[config.mk]
export PLATFORM = sky130hd
export DESIGN_NAME = sorted_list_intersection
export DESIGN_NICKNAME = d
export VERILOG_FILES = /design/src/sli_pkg.sv /design/src/sli_store.sv /design/src/sli_ctrl.sv /design/src/sorted_list_intersection.sv
export SDC_FILE = /design/constraint.sdc
export NUM_CORES = 2
export LEC_CHECK = 0
export ABC_AREA = 1
export BUFFER_PORTS_ARGS = -buffer_cell sky130_fd_sc_hd__buf_2
export CAP_MARGIN = 15
export CORE_ASPECT_RATIO = 0.7
export CORE_MARGIN = 3
export CORE_UTILIZATION = 30
export CTS_CLUSTER_SIZE = 10
export DETAILED_ROUTE_END_ITERATION = 10
export MAX_ROUTING_LAYER = met4
export PLACE_DENSITY = 0.54
export RECOVER_POWER = 100
export SYNTH_ARGS = -nofsm -noshare
export SYNTH_HDL_FRONTEND = slang
export SYNTH_HIERARCHICAL = 1
export SYNTH_SLANG_ARGS = --single-unit
[constraint.sdc]
create_clock -name i_clk -period 6.9 [get_ports i_clk]
set_input_delay 0.69 -clock i_clk [delete_from_list [all_inputs] [get_ports i_clk]]
set_output_delay 0.69 -clock i_clk [all_outputs]
set_load 0.005 [all_outputs]
[src/sli_pkg.sv]
`timescale 1ns / 1ps

package sli_pkg;

    // widths fixed by the item format
    localparam int KEY_W         = 32;
    localparam int OP_W          = 2;
    localparam int LIST_DEPTH_DF = 64;

    // opcodes of an input item
    localparam logic [OP_W-1:0] OP_LEFT  = 2'd0;
    localparam logic [OP_W-1:0] OP_RIGHT = 2'd1;
    localparam logic [OP_W-1:0] OP_RUN   = 2'd2;

    typedef struct packed {
        logic [OP_W-1:0]         opcode;
        logic signed [KEY_W-1:0] key_value;
    } t_in_item;

    typedef struct packed {
        logic signed [KEY_W-1:0] match_value;
        logic                    match_valid;
        logic                    last_result;
    } t_out_item;

    // walker states, one-hot
    typedef enum logic [3:0] {
        S_IDLE = 4'b0001,
        S_READ = 4'b0010,
        S_CMP  = 4'b0100,
        S_DONE = 4'b1000
    } t_state;

endpackage

[src/sli_store.sv]
`timescale 1ns / 1ps

module sli_store
    import sli_pkg::*;
#(
    parameter int LIST_DEPTH = LIST_DEPTH_DF
) (
    input  logic                                       i_clk,
    input  logic                                       i_we,
    input  logic [(LIST_DEPTH > 1 ? $clog2(LIST_DEPTH) : 1)-1:0] i_waddr,
    input  logic [KEY_W-1:0]                           i_wdata,
    input  logic [(LIST_DEPTH > 1 ? $clog2(LIST_DEPTH) : 1)-1:0] i_raddr,
    output logic [KEY_W-1:0]                           o_rdata
);

    logic [KEY_W-1:0] r_mem [0:LIST_DEPTH-1];
    logic [KEY_W-1:0] r_rdata;

    // one write port, one registered read port
    always_ff @(posedge i_clk) begin
        if (i_we) begin
            r_mem[i_waddr] <= i_wdata;
        end
        r_rdata <= r_mem[i_raddr];
    end

    assign o_rdata = r_rdata;

endmodule

[src/sli_ctrl.sv]
`timescale 1ns / 1ps

module sli_ctrl
    import sli_pkg::*;
#(
    parameter int LIST_DEPTH = LIST_DEPTH_DF
) (
    input  logic                                       i_clk,
    input  logic                                       i_rst_n,
    input  logic                                       i_in_valid,
    output logic                                       o_in_ready,
    input  t_in_item                                   i_in_item,
    output logic                                       o_out_valid,
    input  logic                                       i_out_ready,
    output t_out_item                                  o_out_item,
    output logic                                       o_we_l,
    output logic                                       o_we_r,
    output logic [(LIST_DEPTH > 1 ? $clog2(LIST_DEPTH) : 1)-1:0] o_waddr_l,
    output logic [(LIST_DEPTH > 1 ? $clog2(LIST_DEPTH) : 1)-1:0] o_waddr_r,
    output logic [(LIST_DEPTH > 1 ? $clog2(LIST_DEPTH) : 1)-1:0] o_raddr_l,
    output logic [(LIST_DEPTH > 1 ? $clog2(LIST_DEPTH) : 1)-1:0] o_raddr_r,
    input  logic [KEY_W-1:0]                           i_rdata_l,
    input  logic [KEY_W-1:0]                           i_rdata_r
);

    localparam int ADDR_W = (LIST_DEPTH > 1) ? $clog2(LIST_DEPTH) : 1;
    localparam int CNT_W  = $clog2(LIST_DEPTH + 1);
    localparam logic [CNT_W-1:0] DEPTH_C = CNT_W'(LIST_DEPTH);

    t_state            r_state, n_state;
    logic [CNT_W-1:0]  r_lcnt, n_lcnt, r_rcnt, n_rcnt;
    logic [CNT_W-1:0]  r_li, n_li, r_ri, n_ri;
    logic [KEY_W-1:0]  r_pend, n_pend;
    logic              r_pend_vld, n_pend_vld;
    logic              r_out_vld, n_out_vld;
    t_out_item         r_out, n_out;

    logic              acc;
    logic              free;
    logic              push;
    t_out_item         push_item;

    assign o_in_ready = (r_state == S_IDLE);
    assign acc        = i_in_valid && o_in_ready;
    assign free       = !r_out_vld || i_out_ready;

    // store access: append at the count, read at the walk pointers
    assign o_we_l    = acc && (i_in_item.opcode == OP_LEFT) && (r_lcnt < DEPTH_C);
    assign o_we_r    = acc && (i_in_item.opcode == OP_RIGHT) && (r_rcnt < DEPTH_C);
    assign o_waddr_l = r_lcnt[ADDR_W-1:0];
    assign o_waddr_r = r_rcnt[ADDR_W-1:0];
    assign o_raddr_l = r_li[ADDR_W-1:0];
    assign o_raddr_r = r_ri[ADDR_W-1:0];

    // walker
    always_comb begin
        n_state    = r_state;
        n_lcnt     = r_lcnt;
        n_rcnt     = r_rcnt;
        n_li       = r_li;
        n_ri       = r_ri;
        n_pend     = r_pend;
        n_pend_vld = r_pend_vld;
        push       = 1'b0;
        push_item  = '{match_value: r_pend, match_valid: 1'b0, last_result: 1'b0};
        case (r_state)
            S_IDLE: begin
                if (o_we_l) begin
                    n_lcnt = r_lcnt + 1'b1;
                end
                if (o_we_r) begin
                    n_rcnt = r_rcnt + 1'b1;
                end
                if (acc && (i_in_item.opcode == OP_RUN)) begin
                    n_li       = '0;
                    n_ri       = '0;
                    n_pend_vld = 1'b0;
                    n_state    = S_READ;
                end
            end
            S_READ: begin
                if ((r_li < r_lcnt) && (r_ri < r_rcnt)) begin
                    n_state = S_CMP;
                end else begin
                    n_state = S_DONE;
                end
            end
            S_CMP: begin
                if (i_rdata_l == i_rdata_r) begin
                    if (r_pend_vld && (r_pend == i_rdata_l)) begin
                        // repeated key, already held
                        n_li    = r_li + 1'b1;
                        n_ri    = r_ri + 1'b1;
                        n_state = S_READ;
                    end else if (!r_pend_vld) begin
                        n_pend     = i_rdata_l;
                        n_pend_vld = 1'b1;
                        n_li       = r_li + 1'b1;
                        n_ri       = r_ri + 1'b1;
                        n_state    = S_READ;
                    end else if (free) begin
                        // new key: the held match is not the last one
                        push       = 1'b1;
                        push_item  = '{match_value: r_pend, match_valid: 1'b1,
                                       last_result: 1'b0};
                        n_pend     = i_rdata_l;
                        n_li       = r_li + 1'b1;
                        n_ri       = r_ri + 1'b1;
                        n_state    = S_READ;
                    end
                end else if ($signed(i_rdata_r) < $signed(i_rdata_l)) begin
                    n_ri    = r_ri + 1'b1;
                    n_state = S_READ;
                end else begin
                    n_li    = r_li + 1'b1;
                    n_state = S_READ;
                end
            end
            S_DONE: begin
                if (free) begin
                    push = 1'b1;
                    if (r_pend_vld) begin
                        push_item = '{match_value: r_pend, match_valid: 1'b1,
                                      last_result: 1'b1};
                    end else begin
                        push_item = '{match_value: '0, match_valid: 1'b0,
                                      last_result: 1'b1};
                    end
                    n_lcnt     = '0;
                    n_rcnt     = '0;
                    n_pend_vld = 1'b0;
                    n_state    = S_IDLE;
                end
            end
            default: begin
                n_state = S_IDLE;
            end
        endcase
    end

    // output register
    always_comb begin
        n_out_vld = r_out_vld;
        n_out     = r_out;
        if (push) begin
            n_out_vld = 1'b1;
            n_out     = push_item;
        end else if (i_out_ready) begin
            n_out_vld = 1'b0;
        end
    end

    always_ff @(posedge i_clk) begin
        if (!i_rst_n) begin
            r_state    <= S_IDLE;
            r_lcnt     <= '0;
            r_rcnt     <= '0;
            r_pend_vld <= 1'b0;
            r_out_vld  <= 1'b0;
        end else begin
            r_state    <= n_state;
            r_lcnt     <= n_lcnt;
            r_rcnt     <= n_rcnt;
            r_pend_vld <= n_pend_vld;
            r_out_vld  <= n_out_vld;
        end
    end

    always_ff @(posedge i_clk) begin
        r_li   <= n_li;
        r_ri   <= n_ri;
        r_pend <= n_pend;
        r_out  <= n_out;
    end

    assign o_out_valid = r_out_vld;
    assign o_out_item  = r_out;

    // checks
    a_cnt_bound: assert property (@(posedge i_clk) disable iff (!i_rst_n)
        (r_lcnt <= DEPTH_C) && (r_rcnt <= DEPTH_C))
        else $error("list count beyond depth");

    a_push_free: assert property (@(posedge i_clk) disable iff (!i_rst_n)
        push |-> (!r_out_vld || i_out_ready))
        else $error("result pushed over an untaken result");

    a_done_clears: assert property (@(posedge i_clk) disable iff (!i_rst_n)
        (r_state == S_DONE && free) |=> (r_lcnt == '0 && r_rcnt == '0 && r_state == S_IDLE))
        else $error("run end did not clear counts");

    a_cmp_in_range: assert property (@(posedge i_clk) disable iff (!i_rst_n)
        (r_state == S_CMP) |-> ((r_li < r_lcnt) && (r_ri < r_rcnt)))
        else $error("compare outside list bounds");

endmodule

[src/sorted_list_intersection.sv]
`timescale 1ns / 1ps
// load items (append left or right) are taken one per cycle, no result
// a run walks both stores, each merge step a read state then a compare state, and blocks the
// input until the walk ends and the last result is pushed, plus stalls on an untaken result
// a match is held until the next new match or the walk end, then goes to the output register
// synchronous active-low reset clears both counts, the walker state and the output valid;
// the key stores are not cleared and are only read below the counts

module sorted_list_intersection
    import sli_pkg::*;
#(
    parameter int LIST_DEPTH = LIST_DEPTH_DF
) (
    input  logic      i_clk,
    input  logic      i_rst_n,
    input  logic      i_in_valid,
    output logic      o_in_ready,
    input  t_in_item  i_in_item,
    output logic      o_out_valid,
    input  logic      i_out_ready,
    output t_out_item o_out_item
);

    localparam int ADDR_W = (LIST_DEPTH > 1) ? $clog2(LIST_DEPTH) : 1;

    logic              we_l, we_r;
    logic [ADDR_W-1:0] waddr_l, waddr_r, raddr_l, raddr_r;
    logic [KEY_W-1:0]  rdata_l, rdata_r;

    // merge controller with counts and output register
    sli_ctrl #(.LIST_DEPTH(LIST_DEPTH)) u_ctrl (
        .i_clk       (i_clk),
        .i_rst_n     (i_rst_n),
        .i_in_valid  (i_in_valid),
        .o_in_ready  (o_in_ready),
        .i_in_item   (i_in_item),
        .o_out_valid (o_out_valid),
        .i_out_ready (i_out_ready),
        .o_out_item  (o_out_item),
        .o_we_l      (we_l),
        .o_we_r      (we_r),
        .o_waddr_l   (waddr_l),
        .o_waddr_r   (waddr_r),
        .o_raddr_l   (raddr_l),
        .o_raddr_r   (raddr_r),
        .i_rdata_l   (rdata_l),
        .i_rdata_r   (rdata_r)
    );

    // left key store
    sli_store #(.LIST_DEPTH(LIST_DEPTH)) u_left (
        .i_clk   (i_clk),
        .i_we    (we_l),
        .i_waddr (waddr_l),
        .i_wdata (i_in_item.key_value),
        .i_raddr (raddr_l),
        .o_rdata (rdata_l)
    );

    // right key store
    sli_store #(.LIST_DEPTH(LIST_DEPTH)) u_right (
        .i_clk   (i_clk),
        .i_we    (we_r),
        .i_waddr (waddr_r),
        .i_wdata (i_in_item.key_value),
        .i_raddr (raddr_r),
        .o_rdata (rdata_r)
    );

endmodule

==> qor.csv <==
metric,value,unit
outcome,"complete, but fails checks",
failing checks,"capacitance limit, slew limit",
reg2reg end,u_left/r_mem[61][4],
initial DRC count,15500,
Leakage,65.5,nW
Max Cap Violations,195,
register area share after synthesis,74.1,%
Post-Syn Area,0.171,sq mm
Cells after Synth,14300,
pwr dens,357,mW/mm^2
Reg2Reg Setup Slack,0.87,ns
placed wire-length estimate,293,mm
Slew HR,-274,%
Worst EP required,7.51,ns
Hold Crit Depth,3,
WL per Instance,24.8,um
"Slew Viols, Final",7476,
RSZ-0062 raised after global routing,no,
core footprint,0.567,sq mm
Worst Setup Start Kind,flop,
Die W,910,um
Layout area overhead,11.8,%
number of global-route vias before repair,103000,
Period minus WS final,6.03,ns
worst slew pin tran,5.60,ns
nets,14200,
ys async rst share,0,%
hold crit path type,in -> reg,
Die Y,638,um
Core Rows,231,
largest net degree at the start of global routing,196,
# clock sinks,4260,
post-CTS setup buffer count,0,
Critical Path Sink Type,flop,
largest cells by area after synthesis,"edfxtp_1, nand3_1, nand2_1, buf_2, dfxtp_1",
CTS H-tree lvls,5,
initial antenna violation count,46,
register area,0.127,sq mm
Reg2Reg Depth,9,
"commonest cells after routing, fill and taps aside","nand2_1, edfxtp_1, nand3_1, clkbuf_16, clkbuf_1",
DRC,0,
clock buffer count from CTS,469,
count of input and output buffers,73,
layout cell share with drive strength beyond 1,5.09,%
fmax,166,MHz
Synth Area per Inst,12.0,sq um
first-pass detailed-route iteration total,6,
setup_tns,0,ns
Initial Util,30.2,%
global-route wire length before repair,770,mm
GPL Wtd Cong,0.889,
Post-synth EDFFs,4176,
Via density,5.14,
Synth cell types,35,
HP Start,i_rst_n,
Syn Nets,14300,
"Max FO, Critical Path",19,
Clock transition at path regs,0.06,ns
final hold vios,0,
CTS max path bufs,4,
Crit Path Class,reg -> reg,
Fin Clk Skew,0.0844,ns
via count,113000,
CTS tree,done,
"Arr. time, crit path",6.63,ns
Design Power,0.0684,W
largest area contributor in the netlist,edfxtp_1,
overall routing resource usage,18.4,%
Synth Register Bits,4260,
peak supply drop,0.307,mV
Root Buffer,clkbuf_16,
fin crit share,87.3,%
yosys synthesis warning count,6,
Post-synth top flop,edfxtp_1,
post-synth top area share,73.2,%
die area,0.581,sq mm
clock insertion delay at the later pin of the skew report,0.99,ns
Crit Reg-Reg Startpoint,u_ctrl/r_state[3],
area of the multi-input gates,0.0394,sq mm
endpoints failing setup,0,
GR Overflow Total,0,
Worst Hold End,u_ctrl/r_rcnt[0],
cts repair resizes,0,
Fill cells,55700,
DRT antenna net count,0,
Total Routed Length,542,mm
"commonest non-fill, non-tap cell in the layout",nand2_1,
IO Pins,74,
state kept, by name, summed over array words and instances (netlist names):
signal	cells
u_ctrl/o_out_valid	1
u_right/o_rdata	32
u_ctrl/r_lcnt	7
u_ctrl/r_pend_vld	1
u_ctrl/r_ri	7
u_left/r_mem	2048
u_ctrl/o_out_item	34
u_right/r_mem	2048
u_ctrl/r_state	4
u_ctrl/r_li	7
u_ctrl/r_rcnt	7
u_ctrl/r_pend	32
u_left/o_rdata	32
per-stage QoR:
stage	setup slack [ns]	std cells	utilization, %	hold slack [ns]	instance area, sq um
floorplan	1.58	14300	-	0.408	171000
global placement	1.96	21300	31.8	0.426	180000
detailed placement	1.93	21300	31.8	0.425	180000
CTS	2.07	21900	34.0	0.0241	193000
global route	1.04	21900	33.8	0.0630	192000
finish	0.874	21900	33.8	0.122	192000
worst max-delay path, cell delays in order (launching register included):
cell	delay, ns
dfxtp_1	0.34
nor2_1	0.14
nand3_1	0.20
nor3_1	0.63
nand2_1	0.26
inv_1	0.32
nand4_1	0.14
clkbuf_1	0.58
nor2_1	2.41
buf_4	0.54
layer usage:
layer | vias to the layer above | wire [um] | global-route usage [%]
met5 | - | 0 | -
met4 | 0 | 10900 | 3.49
met3 | 664 | 59400 | 4.39
met2 | 5208 | 223000 | 24.9
met1 | 56400 | 249000 | 28.0
li1 | 50200 | - | -
logic make-up (layout without fill, tap and decap cells):
family | count (synthesis) | after routing | synth area share, %
buffers and inverters | 1077 | 1119 | 3.08
AOI/OAI and AO/OA | 74 | 74 | 0.228
and+or+nand+nor | 8787 | 8787 | 22.2
adders and majority gates | 48 | 48 | 0.350
other | 0 | 17 | 0
DFF | 4260 | 4260 | 74.1
xor gates and xnor gates | 6 | 6 | 0.0307
cell usage after synthesis (20+ instances only):
cell and n:
nand4_1 37, clkbuf_1 155, dfxtp_1 84, a21oi_1 49
ha_1 48, buf_1 80, edfxtp_1 4176, inv_1 144
nand3_1 3837, nand2_1 4657, nor4_1 20, nor2_1 207
buf_2 567, buf_4 114
report_power, final:
group          switching (W)  internal, W
Clock                0.00977       0.0123
Sequential          0.000264       0.0288
Combinational         0.0132      0.00410
how the worst max path moves through the flow:
stage | start | to | cells past startpoint
global placement | i_in_valid | u_right/r_mem[19][8] | 8
floorplan | i_in_valid | u_right/r_mem[48][0] | 7
detailed placement | i_in_valid | u_right/r_mem[21][7] | 8
CTS | u_ctrl/r_state[3] | u_right/r_mem[21][6] | 8
global route | u_ctrl/r_state[3] | u_left/r_mem[3][2] | 9
finish | u_ctrl/r_state[3] | u_left/r_mem[61][4] | 9
cell type report:
cell class                      instances  share of cell area (%)
Multi-Input combinational cell       8915                    20.6
Inverter                              151                   0.334
Clock inverter                         20                   0.156
Clock buffer                          582                    6.40
Timing Repair Buffer                  366                    1.25
Sequential cell                      4260                    66.3
Tap cell                             7572                    4.94
Antenna cell                           17                  0.0222
timing repair:
| item | CTS | global route |
|---|---|---|
| endpoints found under the hold margin | 2 | 0 |
| hold buffers | 1 | 0 |
| setup endpoints to repair | 0 | 0 |
Power figures use the tool's default switching activity.
